[src/hw/rtl/npcs_pkg.sv]
// shared types, constants and colour expansion tables for the nearest palette colour search
// no dependencies; imported by every module of the block except npcs_ram

package npcs_pkg;

	localparam int MAX_ENTRIES_DEF = 256;
	localparam int CH_W            = 16;
	localparam int DIST_W          = 18;
	localparam int SIZE_W          = 4;
	localparam int LG_MAX          = 8;
	localparam int CNT_W           = LG_MAX + 1;
	localparam int PADDR_W         = 3;
	localparam int PDATA_W         = 32;
	localparam int Q_DEPTH         = 2;

	localparam logic [SIZE_W-1:0] SIZE_RESET = SIZE_W'(LG_MAX);

	// register index taken from paddr[2]
	localparam logic REG_PALETTE_SIZE_LOG2 = 1'b0;

	localparam logic KIND_LOAD  = 1'b0;
	localparam logic KIND_QUERY = 1'b1;

	typedef struct packed {
		logic            kind;
		logic [7:0]      entry_index;
		logic [CH_W-1:0] entry_red;
		logic [CH_W-1:0] entry_green;
		logic [CH_W-1:0] entry_blue;
		logic            entry_exact;
		logic            entry_shared;
		logic [7:0]      colour_code;
	} npcs_in_t;

	typedef struct packed {
		logic [7:0]        nearest_entry;
		logic [DIST_W-1:0] min_distance;
		logic              found;
		logic              first_shared_use;
	} npcs_out_t;

	// one palette entry as stored in the colour memory
	typedef struct packed {
		logic [CH_W-1:0] red;
		logic [CH_W-1:0] green;
		logic [CH_W-1:0] blue;
		logic            exact;
		logic            shared;
	} npcs_entry_t;

	localparam int ENTRY_W = $bits(npcs_entry_t);

	// classified request; colour fields hold the expanded targets for a query
	typedef struct packed {
		logic            is_query;
		logic            load_ok;
		logic [7:0]      index;
		logic [CH_W-1:0] red;
		logic [CH_W-1:0] green;
		logic [CH_W-1:0] blue;
		logic            exact;
		logic            shared;
	} npcs_cmd_t;

	typedef enum logic [2:0] {
		ST_IDLE,
		ST_SCAN,
		ST_DRAIN,
		ST_FETCH,
		ST_RESULT
	} npcs_state_t;

	typedef struct packed {
		logic idle;
		logic in_result;
	} npcs_stat_t;

	// v * 65535 / 7, truncated
	function automatic logic [CH_W-1:0] expand3(input logic [2:0] v);
		logic [CH_W-1:0] r;
		case (v)
			3'd0: r = 16'd0;
			3'd1: r = 16'd9362;
			3'd2: r = 16'd18724;
			3'd3: r = 16'd28086;
			3'd4: r = 16'd37448;
			3'd5: r = 16'd46810;
			3'd6: r = 16'd56172;
			default: r = 16'd65535;
		endcase
		return r;
	endfunction

	// v * 65535 / 3
	function automatic logic [CH_W-1:0] expand2(input logic [1:0] v);
		logic [CH_W-1:0] r;
		case (v)
			2'd0: r = 16'd0;
			2'd1: r = 16'd21845;
			2'd2: r = 16'd43690;
			default: r = 16'd65535;
		endcase
		return r;
	endfunction

	function automatic logic [CH_W-1:0] abs_diff(input logic [CH_W-1:0] a,
		input logic [CH_W-1:0] b);
		return (a > b) ? (a - b) : (b - a);
	endfunction

endpackage

[src/hw/rtl/npcs_front.sv]
// front end: takes requests, classifies load or query, expands query codes to targets
// depends on npcs_pkg

module npcs_front import npcs_pkg::*; #(
	parameter int MAX_ENTRIES = MAX_ENTRIES_DEF
) (
	input  logic      item_valid,
	output logic      item_stall,
	input  npcs_in_t  item,
	input  logic      q_full,
	output logic      push,
	output npcs_cmd_t cmd
);

	assign item_stall = q_full;
	assign push       = item_valid && !q_full;

	always_comb begin
		cmd.is_query = (item.kind == KIND_QUERY);
		cmd.load_ok  = ({1'b0, item.entry_index} < CNT_W'(MAX_ENTRIES));
		cmd.index    = item.entry_index;
		cmd.exact    = item.entry_exact;
		cmd.shared   = item.entry_shared;
		if (item.kind == KIND_QUERY) begin
			cmd.red   = expand3(item.colour_code[2:0]);
			cmd.green = expand3(item.colour_code[5:3]);
			cmd.blue  = expand2(item.colour_code[7:6]);
		end else begin
			cmd.red   = item.entry_red;
			cmd.green = item.entry_green;
			cmd.blue  = item.entry_blue;
		end
	end

endmodule

[config.mk]
export PLATFORM = sky130hd
export DESIGN_NAME = npcs_front
export DESIGN_NICKNAME = d
export VERILOG_FILES = /design/src/hw/rtl/npcs_pkg.sv /design/src/hw/rtl/npcs_front.sv
export SDC_FILE = /design/constraint.sdc
export NUM_CORES = 1
export LEC_CHECK = 0
export BUFFER_PORTS_ARGS = -buffer_cell sky130_fd_sc_hd__buf_2
export CAP_MARGIN = 5
export CELL_PAD_IN_SITES_DETAIL_PLACEMENT = 1
export CELL_PAD_IN_SITES_GLOBAL_PLACEMENT = 2
export CORE_ASPECT_RATIO = 1.2
export CORE_MARGIN = 4
export CORE_UTILIZATION = 10
export DETAILED_ROUTE_END_ITERATION = 6
export GPL_TIMING_DRIVEN = 0
export PLACE_DENSITY_LB_ADDON = 0.12
export SYNTH_ARGS = -nofsm -noshare
export SYNTH_HDL_FRONTEND = slang
export SYNTH_SLANG_ARGS = --single-unit
[constraint.sdc]
create_clock -name vclk -period 0.9
set_clock_uncertainty 0.05 [all_clocks]
set_input_delay 0.18 -clock vclk [all_inputs]
set_output_delay 0.18 -clock vclk [all_outputs]
set_load 0.01 [all_outputs]
## Word level (Yosys, flattened, before mapping)

Index checks and enable logic that the tools add are counted.

- Eq/ne operators: 14
- Mux-type cells: 4
- Reduce and logical (&&, ||, !) cells: 5

Operators with widths:

| cell | count |
|---|---|
| case mux 16 bit (7 select lines) | 2 |
| two-way mux 48 bit | 1 |
| case mux 16 bit (3 select lines) | 1 |
| == test 3 bit (second input constant) | 6 |
| == test 3 x 2 -> 1 bit (second input constant) | 4 |
| == test 3 x 1 -> 1 bit (second input constant) | 2 |
| zero test 3 bit | 2 |
| == test 2 x 1 -> 1 bit (second input constant) | 1 |
| == test 2 bit (second input constant) | 1 |
| zero test 2 bit | 1 |
| logical AND 1 bit | 1 |
| zero test 1 bit | 1 |

- Register bits: 0
- Input bits: 69
- Output and inout port bits: 62
- Logic and storage cells: 23

## Depth between registers and ports, before layout

- Word-level depth: 3
- Depth in mapped cells: 3
- Depth with buffers taken out: 2

## Worst setup path after synthesis

Ideal clock, no wire load.

- Kind: input to output
- From: input item[66] (netlist name)
- To: output cmd[10] (netlist name)
- Data arrival time: 0.713 ns
- Required time: 0.670 ns
- Setup slack: -0.043 ns
- Stages: 3
- Buffers on the path: 2
- Cell sequence: buf_6 > buf_6 > o21ai_0

RTL lines:

| item | line | text |
|---|---|---|
| start, declared | npcs_front.sv:9 | `input npcs_in_t item,` |
| end, declared | npcs_front.sv:12 | `output npcs_cmd_t cmd` |

==> metrics.csv <==
stage,metric,value,unit
floorplan,die_h,95.3,microns
timing,period_share,108,%
setup_path,endpoint_kind,primary output,
floorplan,ios,131,
setup_path,crit_slowest_cell,buf_12,
layout,area_delta_synth_final,163,%
global_route,grt_use_total,8.64,%
setup_path,worstPathMaxFanout,10,
logic_synthesis,yosys.cell_count.top_type,inv_1,
timing,setup_slack,-0.0695,ns
timing,hold_viol_final,0,
drt,dr.pass1.iters,4,
setup_path,crit_family,buffers and inverters,
drt,drt-total-wl,3.75,mm
setup_path,crit_path_cell_trace,buf_12 > buf_12 > o21ai_1 > buf_2,
floorplan,core,6090,sq um
pwr,totalPowerFinal,0.000884,W
pwr,peakVddDrop,148,uV
place,hpwl,3.18,mm
layout,final_layout_size_suffix_gt1_share,73.2,%
logic_synthesis,syn_area,636,sq um
place,io_buffer_count,119,
pwr,power_leakage,1.07,nW
global_route,antenna_found_initial,0,
timing,max_freq,1030,MHz
hold_path,hold_path.class,input port to primary output,
logic_synthesis,synth_common_cells,"inv_1 (48), o21ai_0 (28), o21ai_1 (18)",
setup_path,cp-start-kind,input port,
drt,drc,0,
job,max-cap-violations,0,
floorplan,core.rowCount,31,
place,detailed_place.area,1340,sq um
global_route,gr-total-overflow,0,
layout,clockBufferCount,0,
clock_tree,post-cts-setup-buffers,0,
layout,seq_area,0,sq um
logic_synthesis,ys_seq_area_share,0,%
logic_synthesis,syn_inst,127,
global_route,grt_start_max_net_pins,11,
setup_path,worst-path-buf-inv,3,
layout,diodes,0,
setup_path,cp_common_cell,buf_12,
floorplan,fp.dieW,80.8,microns
logic_synthesis,syn_nets,196,
drt,drt-wirelength-per-cell,11.3,microns
logic_synthesis,yosys.area.top_type,inv_1,
global_route,grt_pass1_vias,1192,
logic_synthesis,syn_avg_cell_area,5.00,sq um
setup_path,cpPeakStageDelay,0.15,ns
drt,viasPerCell,3.64,
floorplan,start_util,10.4,%
drt,drtAntennaViolNets,0,
layout,finalInstanceArea,1670,sq um
timing,finalSetupViolCount,43,
setup_path,crit_type,input port to primary output,
setup_path,critPathArrivalTime,0.74,ns
logic_synthesis,yosysUniqueCellTypes,11,
logic_synthesis,synth_top_cell_area_share,28.3,%
global_route,grt_pass1_wl,5.46,mm
floorplan,die_area,7700,sq um
layout,layout.nets,321,
timing,rsz0062_at_grt,yes,
drt,drtIter0Drc,16,
setup_path,required,0.67,ns
layout,n_sequential_cell,0,
logic_synthesis,yosys-top-cells-area,"inv_1 (28%), o21ai_0 (22%), buf_4 (15%)",
logic_synthesis,synth-warning-count,0,
timing,min_period,0.970,ns
outcome,status,"complete, but fails checks",
pwr,cellPowerDensity,529,nW/um^2
drt,vias,1210,
timing,slew_violations,0,
outcome,violations,setup timing,
place,finalWeightedCongestion,0.635,
-- cell usage in the layout, fill, tap and decap left out --
master / count
inv_1: 48
buf_8: 2
o21ai_0: 6
o22ai_2: 1
o22ai_4: 1
o21ai_2: 31
nand2_1: 2
nor2b_1: 1
buf_4: 14
buf_12: 3
buf_6: 1
nand2_2: 1
nand2_4: 7
buf_16: 4
conb_1: 1
o21ai_1: 9
buf_2: 118
-- stage by stage --
stage / setup WS, ns / util, % / std cells / hold WS (ns) / TNS (ns)
2_1_floorplan: -0.0433 / - / 127 / 0.356 / -0.779
3_3_place_gp: -0.140 / 22.0 / 328 / 0.496 / -4.78
3_5_place_dp: -0.154 / 22.0 / 328 / 0.497 / -4.39
4_1_cts: -0.0704 / 25.7 / 332 / 0.497 / -1.41
5_1_grt: -0.0839 / 27.5 / 332 / 0.500 / -2.48
6_report: -0.0695 / 27.5 / 332 / 0.494 / -1.02
-- per-layer routing --
metal	global-route usage, %	up-vias	wire length (microns)
li1	-	612	-
met1	8.76	536	1140
met2	19.0	62	2160
met3	1.23	0	445
met4	0	0	0
met5	0	-	0
-- logic make-up (layout without fill, tap and decap cells) --
| group | after synthesis | in the layout | share of synthesized area, % |
|---|---|---|---|
| and+or+nand+nor | 11 | 11 | 6.89 |
| AOI/OAI and AO/OA | 48 | 48 | 39.2 |
| other | 1 | 1 | 0.590 |
| buffers and inverters | 67 | 190 | 53.3 |
-- final timing paths --
check,startpoint,end,slack [ns],cells past startpoint
setup / recovery,item[66],cmd[25],-0.07,4
hold / removal,item[9],cmd[1],0.49,2
-- power breakdown --
group	switching, W	internal, W
clock	0	0
sequential	0	0
combinational	0.000430	0.000454
-- final cells by class --
| class | count | area, sq um |
|---|---|---|
| fillers | 809 | 4420 |
| inverters | 48 | 180 |
| repair buffers | 123 | 712 |
| well taps | 82 | 103 |
| multi-input cells | 60 | 482 |
| plain buffers | 19 | 195 |
-- timing repair --
action | 4_1_cts | 5_1_grt
hold buffers | 0 | 0
resized for setup | 54 | 27
cloned | 4 | 0
pin swaps | 25 | 2
setup endpoints to repair | 48 | 48
Note: power is estimated with default switching activity, not from simulation.
