<file path="src/hw/rtl/npcs_pkg.sv">
// shared types, constants and colour expansion tables for the nearest palette colour search
// no dependencies; imported by every module of the block except npcs_ram

package npcs_pkg;

	localparam int MAX_ENTRIES_DEF = 256;
	localparam int CH_W            = 16;
	localparam int DIST_W          = 18;
	localparam int SIZE_W          = 4;
	localparam int LG_MAX          = 8;
	localparam int CNT_W           = LG_MAX + 1;
	localparam int PADDR_W         = 3;
	localparam int PDATA_W         = 32;
	localparam int Q_DEPTH         = 2;

	localparam logic [SIZE_W-1:0] SIZE_RESET = SIZE_W'(LG_MAX);

	// register index taken from paddr[2]
	localparam logic REG_PALETTE_SIZE_LOG2 = 1'b0;

	localparam logic KIND_LOAD  = 1'b0;
	localparam logic KIND_QUERY = 1'b1;

	typedef struct packed {
		logic            kind;
		logic [7:0]      entry_index;
		logic [CH_W-1:0] entry_red;
		logic [CH_W-1:0] entry_green;
		logic [CH_W-1:0] entry_blue;
		logic            entry_exact;
		logic            entry_shared;
		logic [7:0]      colour_code;
	} npcs_in_t;

	typedef struct packed {
		logic [7:0]        nearest_entry;
		logic [DIST_W-1:0] min_distance;
		logic              found;
		logic              first_shared_use;
	} npcs_out_t;

	// one palette entry as stored in the colour memory
	typedef struct packed {
		logic [CH_W-1:0] red;
		logic [CH_W-1:0] green;
		logic [CH_W-1:0] blue;
		logic            exact;
		logic            shared;
	} npcs_entry_t;

	localparam int ENTRY_W = $bits(npcs_entry_t);

	// classified request; colour fields hold the expanded targets for a query
	typedef struct packed {
		logic            is_query;
		logic            load_ok;
		logic [7:0]      index;
		logic [CH_W-1:0] red;
		logic [CH_W-1:0] green;
		logic [CH_W-1:0] blue;
		logic            exact;
		logic            shared;
	} npcs_cmd_t;

	typedef enum logic [2:0] {
		ST_IDLE,
		ST_SCAN,
		ST_DRAIN,
		ST_FETCH,
		ST_RESULT
	} npcs_state_t;

	typedef struct packed {
		logic idle;
		logic in_result;
	} npcs_stat_t;

	// v * 65535 / 7, truncated
	function automatic logic [CH_W-1:0] expand3(input logic [2:0] v);
		logic [CH_W-1:0] r;
		case (v)
			3'd0: r = 16'd0;
			3'd1: r = 16'd9362;
			3'd2: r = 16'd18724;
			3'd3: r = 16'd28086;
			3'd4: r = 16'd37448;
			3'd5: r = 16'd46810;
			3'd6: r = 16'd56172;
			default: r = 16'd65535;
		endcase
		return r;
	endfunction

	// v * 65535 / 3
	function automatic logic [CH_W-1:0] expand2(input logic [1:0] v);
		logic [CH_W-1:0] r;
		case (v)
			2'd0: r = 16'd0;
			2'd1: r = 16'd21845;
			2'd2: r = 16'd43690;
			default: r = 16'd65535;
		endcase
		return r;
	endfunction

	function automatic logic [CH_W-1:0] abs_diff(input logic [CH_W-1:0] a,
		input logic [CH_W-1:0] b);
		return (a > b) ? (a - b) : (b - a);
	endfunction

endpackage

</file>
<file path="src/hw/rtl/npcs_queue.sv">
// short request queue between the front end and the search engine
// depends on npcs_pkg

module npcs_queue import npcs_pkg::*; (
	input  logic      clk,
	input  logic      arst_n,
	input  logic      push,
	input  npcs_cmd_t din,
	output logic      full,
	input  logic      pop,
	output logic      not_empty,
	output npcs_cmd_t dout
);

	localparam int PTR_W = $clog2(Q_DEPTH);
	localparam int CNT_QW = $clog2(Q_DEPTH + 1);

	npcs_cmd_t          slot_q [Q_DEPTH];
	logic [PTR_W-1:0]   wr_ptr_q;
	logic [PTR_W-1:0]   rd_ptr_q;
	logic [CNT_QW-1:0]  count_q;

	assign full      = (count_q == CNT_QW'(Q_DEPTH));
	assign not_empty = (count_q != '0);
	assign dout      = slot_q[rd_ptr_q];

	always_ff @(posedge clk) begin
		if (push) begin
			slot_q[wr_ptr_q] <= din;
		end
	end

	always_ff @(posedge clk or negedge arst_n) begin
		if (!arst_n) begin
			wr_ptr_q <= '0;
			rd_ptr_q <= '0;
			count_q  <= '0;
		end else begin
			if (push) begin
				wr_ptr_q <= (wr_ptr_q == PTR_W'(Q_DEPTH - 1)) ? '0 : wr_ptr_q + 1'b1;
			end
			if (pop) begin
				rd_ptr_q <= (rd_ptr_q == PTR_W'(Q_DEPTH - 1)) ? '0 : rd_ptr_q + 1'b1;
			end
			if (push && !pop) begin
				count_q <= count_q + 1'b1;
			end else if (pop && !push) begin
				count_q <= count_q - 1'b1;
			end
		end
	end

endmodule

</file>
<file path="config.mk">
export PLATFORM = sky130hd
export DESIGN_NAME = npcs_queue
export DESIGN_NICKNAME = d
export VERILOG_FILES = /design/src/hw/rtl/npcs_pkg.sv /design/src/hw/rtl/npcs_queue.sv
export SDC_FILE = /design/constraint.sdc
export NUM_CORES = 1
export LEC_CHECK = 0
export ABC_AREA = 0
export BUFFER_PORTS_ARGS = -buffer_cell sky130_fd_sc_hd__buf_2
export CORE_ASPECT_RATIO = 1.1
export CORE_MARGIN = 5
export CORE_UTILIZATION = 36
export CTS_BUF_LIST = sky130_fd_sc_hd__clkbuf_16
export DETAILED_ROUTE_END_ITERATION = 16
export REMOVE_ABC_BUFFERS = 1
export SLEW_MARGIN = 30
export SYNTH_ARGS = -nofsm -noshare
export SYNTH_HDL_FRONTEND = slang
export SYNTH_SLANG_ARGS = --single-unit
</file>
<file path="constraint.sdc">
create_clock -name clk -period 4.8 [get_ports clk]
set_input_delay 0.96 -clock clk [delete_from_list [all_inputs] [get_ports clk]]
set_output_delay 0.96 -clock clk [all_outputs]
set_load 0.005 [all_outputs]
</file>
* Yosys cells after proc, flatten, opt, wreduce, memory -nomap -nowiden *
Memories as Yosys holds them, arrays and structs flattened.
Cells that the tools add are included.

cells by class
  $add $sub $neg = 4
  equal/unequal tests = 1
  muxes and demuxes = 6
  reduce and logical (&&, ||, !) cells = 6

operators by type and width
  cell                   count
  $mux W1                4
  $mux W2                2
  $reduce_bool A2 Y1     2
  $add A1 B1 Y1 const B  2
  $add A2 B1 Y2 const B  1
  $eq A2 B2 Y1 const B   1
  $logic_and A1 B1 Y1    2
  $logic_not A1 Y1       2
  $sub A2 B1 Y2 const B  1

storage, ports and cells
  input bits = 64
  output and inout port bits = 62
  register bits after elaboration = 4
  RAM bits = 120
  word-level logic and storage cells = 21
  memories kept = 1

memory list
  name    words  width  read ports  clocked after memory_dff  wr ports  RTL line          source
  slot_q  2      60     1           0                         1         npcs_queue.sv:18  npcs_cmd_t slot_q [Q_DEPTH];

* Depth between registers and ports, before layout *
  depth after elaboration = 4
  mapped depth = 5
  depth with buffers taken out = 5

* Worst setup path after synthesis *
OpenSTA, ideal clock, no wires.

  kind = input-to-reg
  from = input push
  to = memory slot_q[0][0] (netlist name), enable pin
  path buffers = 0
  library setup time = 0.485 ns
  stages on the path = 1
  setup slack = 0.711 ns
  required time = 4.315 ns
  arrival = 3.604 ns
  cells stage by stage = nor2b_1

between the ends
  longest elaborated chain between the ends = 2

ends and longest elaborated chain
  item                           RTL line          source
  from (decl)                    npcs_queue.sv:7   input logic push,
  $mux W1                        npcs_queue.sv:28  if (push) begin
  $mux W1 (implied by the code)  npcs_queue.sv:29  slot_q[wr_ptr_q] <= din;
  to (decl)                      npcs_queue.sv:18

No other way between the ends.

==> flow_summary.ini <==
[run_status]
status = complete, no violations

[finish]
fin_nets = 408
n_fill_cell = 1142
syn_to_final_growth_pct = 28.4
fin_area_um2 = 6190
seqCellArea_um2 = 3710
multiInputGateArea_um2 = 992
antenna_cells = 0
layout-drive-gt1-share_pct = 60.6

[critical_path]
cp-start-kind = flip-flop
cp.arrival_ns = 2.03
crit_required_ns = 3.84
crit_path_max_fanout = 26
path_class = flip-flop to output port
endpoint_kind = output port

[place]
place_area_um2 = 5580
io_buffers = 125
dpl.hpwl_mm = 5.49
gp_congestion = 0.700

[clock_network]
post_cts_resized = 0
cts.clk_slew.worst_paths_ns = 0.05
root_buffer = clkbuf_16
clkSinkCount = 124
cts_max_level = 4
cts_hold_buf = 0
cts_tree = done
postCtsSetupBuffers = 0
clkLatencyLatePin_ns = 0.40
clock_path_buffers = 2
cts_buffers = 17

[global_routing]
grt_overflow = 0
grt_util_all_layers_pct = 10.9
antenna_found_initial = 0
grt_pass1_vias = 2498
grt_pass1_wl_mm = 13.0
grt_max_degree = 61

[sta]
period_minus_slack_ns = 2.99
final-max-slew-violation-count = 0
finalSetupViolations = 0
rsz0062_at_grt = no
worstMarginPinSlew_ns = 0.842
fmax_mhz = 334
hold_viol_final = 0
timing.final.crit_share_pct = 62.3
finClkSkew_ns = 0.00487
maxSlewHeadroom_pct = 43.9
tns_ns = 0

[synth]
synth_edf_count = 120
ys.flop_type = edfxtp_1
yosysWarnings = 0
synth.most_common_cell = edfxtp_1
ys_ff_latch = 124
yosysTopAreaCell = edfxtp_1
synthCells = 203
synth.top_cells.by_area = edfxtp_1, mux2_4, buf_12, dfrtp_1, xor2_1
ys_async_sr_fraction_pct = 3.23
synthTopCellsByCount = edfxtp_1, mux2_4, buf_12
ys_seq_area_share_pct = 76.8
synth_top_cell_area_share_pct = 74.7
syn_avg_cell_area_um2 = 23.7
yosysUniqueCellTypes = 14
syn_area_um2 = 4820

[route]
wl_per_cell_um = 16.1
initialDrtViolationCount = 96
antenna_left = 0
drt_first_pass_iters = 4
num_vias = 2290
drc = 0
routed_wl_mm = 8.30
viasPerCell = 4.44

[min_path]
holdCritPathClass = primary input to asynchronous set/reset pin

[die]
row_count = 44
die_w_um = 120
die-area_um2 = 15800
die_h_um = 131
start_util_pct = 36.6
ios = 126
core_area_um2 = 13200

[job]
drv_cap = 0

[power]
peakVddDrop_v = 0.000256
leakagePower_nw = 2.54
powerDensity_nw_per_um2 = 621
-- worst max-delay path, stage by stage (launching register included) --
cell and delay (ns):
dfrtp_4 0.66, buf_12 0.24, buf_12 0.24, mux2_2 0.35, buf_2 0.12
-- area by class of cell --
class / count / share of cell area (%)
multi-input cells: 71 / 16.0
repair buffers: 128 / 10.9
flip-flops and latches: 124 / 59.9
clock buffers: 17 / 6.87
clock inverters: 14 / 2.99
well taps: 161 / 3.26
inverters: 1 / 0.0607
-- final timing paths --
check                                end  cells past startpoint  slack, ns       start
setup / recovery                dout[39]                      4       1.81    rd_ptr_q
setup reg to reg           slot_q[0][52]                      2       2.88    wr_ptr_q
min in group clk              count_q[1]                      1       0.48  count_q[1]
hold reg to reg               count_q[1]                      1       0.48  count_q[1]
max in group asynchronous       rd_ptr_q                      1       4.30      arst_n
hold / removal                count_q[1]                      1       0.36      arst_n
-- logic make-up after synthesis --
logic type / after synthesis / synth area share, %
xor gates and xnor gates: 5 / 0.908
adders and majority gates: 1 / 0.259
buffers and inverters: 8 / 2.80
DFF: 124 / 76.8
muxes: 60 / 18.6
and+or+nand+nor: 5 / 0.597
-- sequential cells by signal, indices dropped and copies added (netlist names) --
register  flops
count_q       2
rd_ptr_q      1
slot_q      120
wr_ptr_q      1
-- through the flow --
step | power, mW | cells | setup slack (ns) | utilization [%] | hold slack (ns)
detailed placement | 2.58 | 485 | 2.08 | 42.4 | 0.469
global placement | 2.55 | 483 | 2.06 | 42.1 | 0.464
CTS | 3.92 | 516 | 1.74 | 47.0 | 0.334
finish | 3.85 | 516 | 1.81 | 47.0 | 0.356
floorplan | 2.24 | 196 | 0.711 | - | 0.447
global route | 4.04 | 516 | 1.70 | 47.0 | 0.336
-- where the power goes --
| part | switching (mW) | total, mW | leakage, nW | internal (mW) |
|---|---|---|---|---|
| combinational | 0.412 | 0.982 | 1.06 | 0.570 |
| clock | 0.419 | 1.32 | 0.308 | 0.901 |
| sequential | 0.0993 | 1.54 | 1.17 | 1.44 |
| total | 0.930 | 3.85 | 2.54 | 2.92 |
-- layout by cell type (no fill, tap or decap), drive strengths merged, types with 2 or more instances in the layout --
master / synthesis / final
clkinv: 0 / 6
edfxtp: 120 / 120
mux2: 60 / 60
buf: 7 / 128
clkbuf: 0 / 17
bufinv: 0 / 5
xor2: 4 / 4
dfrtp: 4 / 4
inv: 1 / 4
nor2b: 2 / 2
-- routing by layer --
layer	up-vias	global-route usage (%)	part of all wire, %
met5	-	0	0
met4	0	4.91	2.0
met3	16	4.69	8.1
met2	85	17.6	48
met1	1109	12.6	42
li1	1080	-	-
No activity file was read; power rests on OpenSTA's default activity.
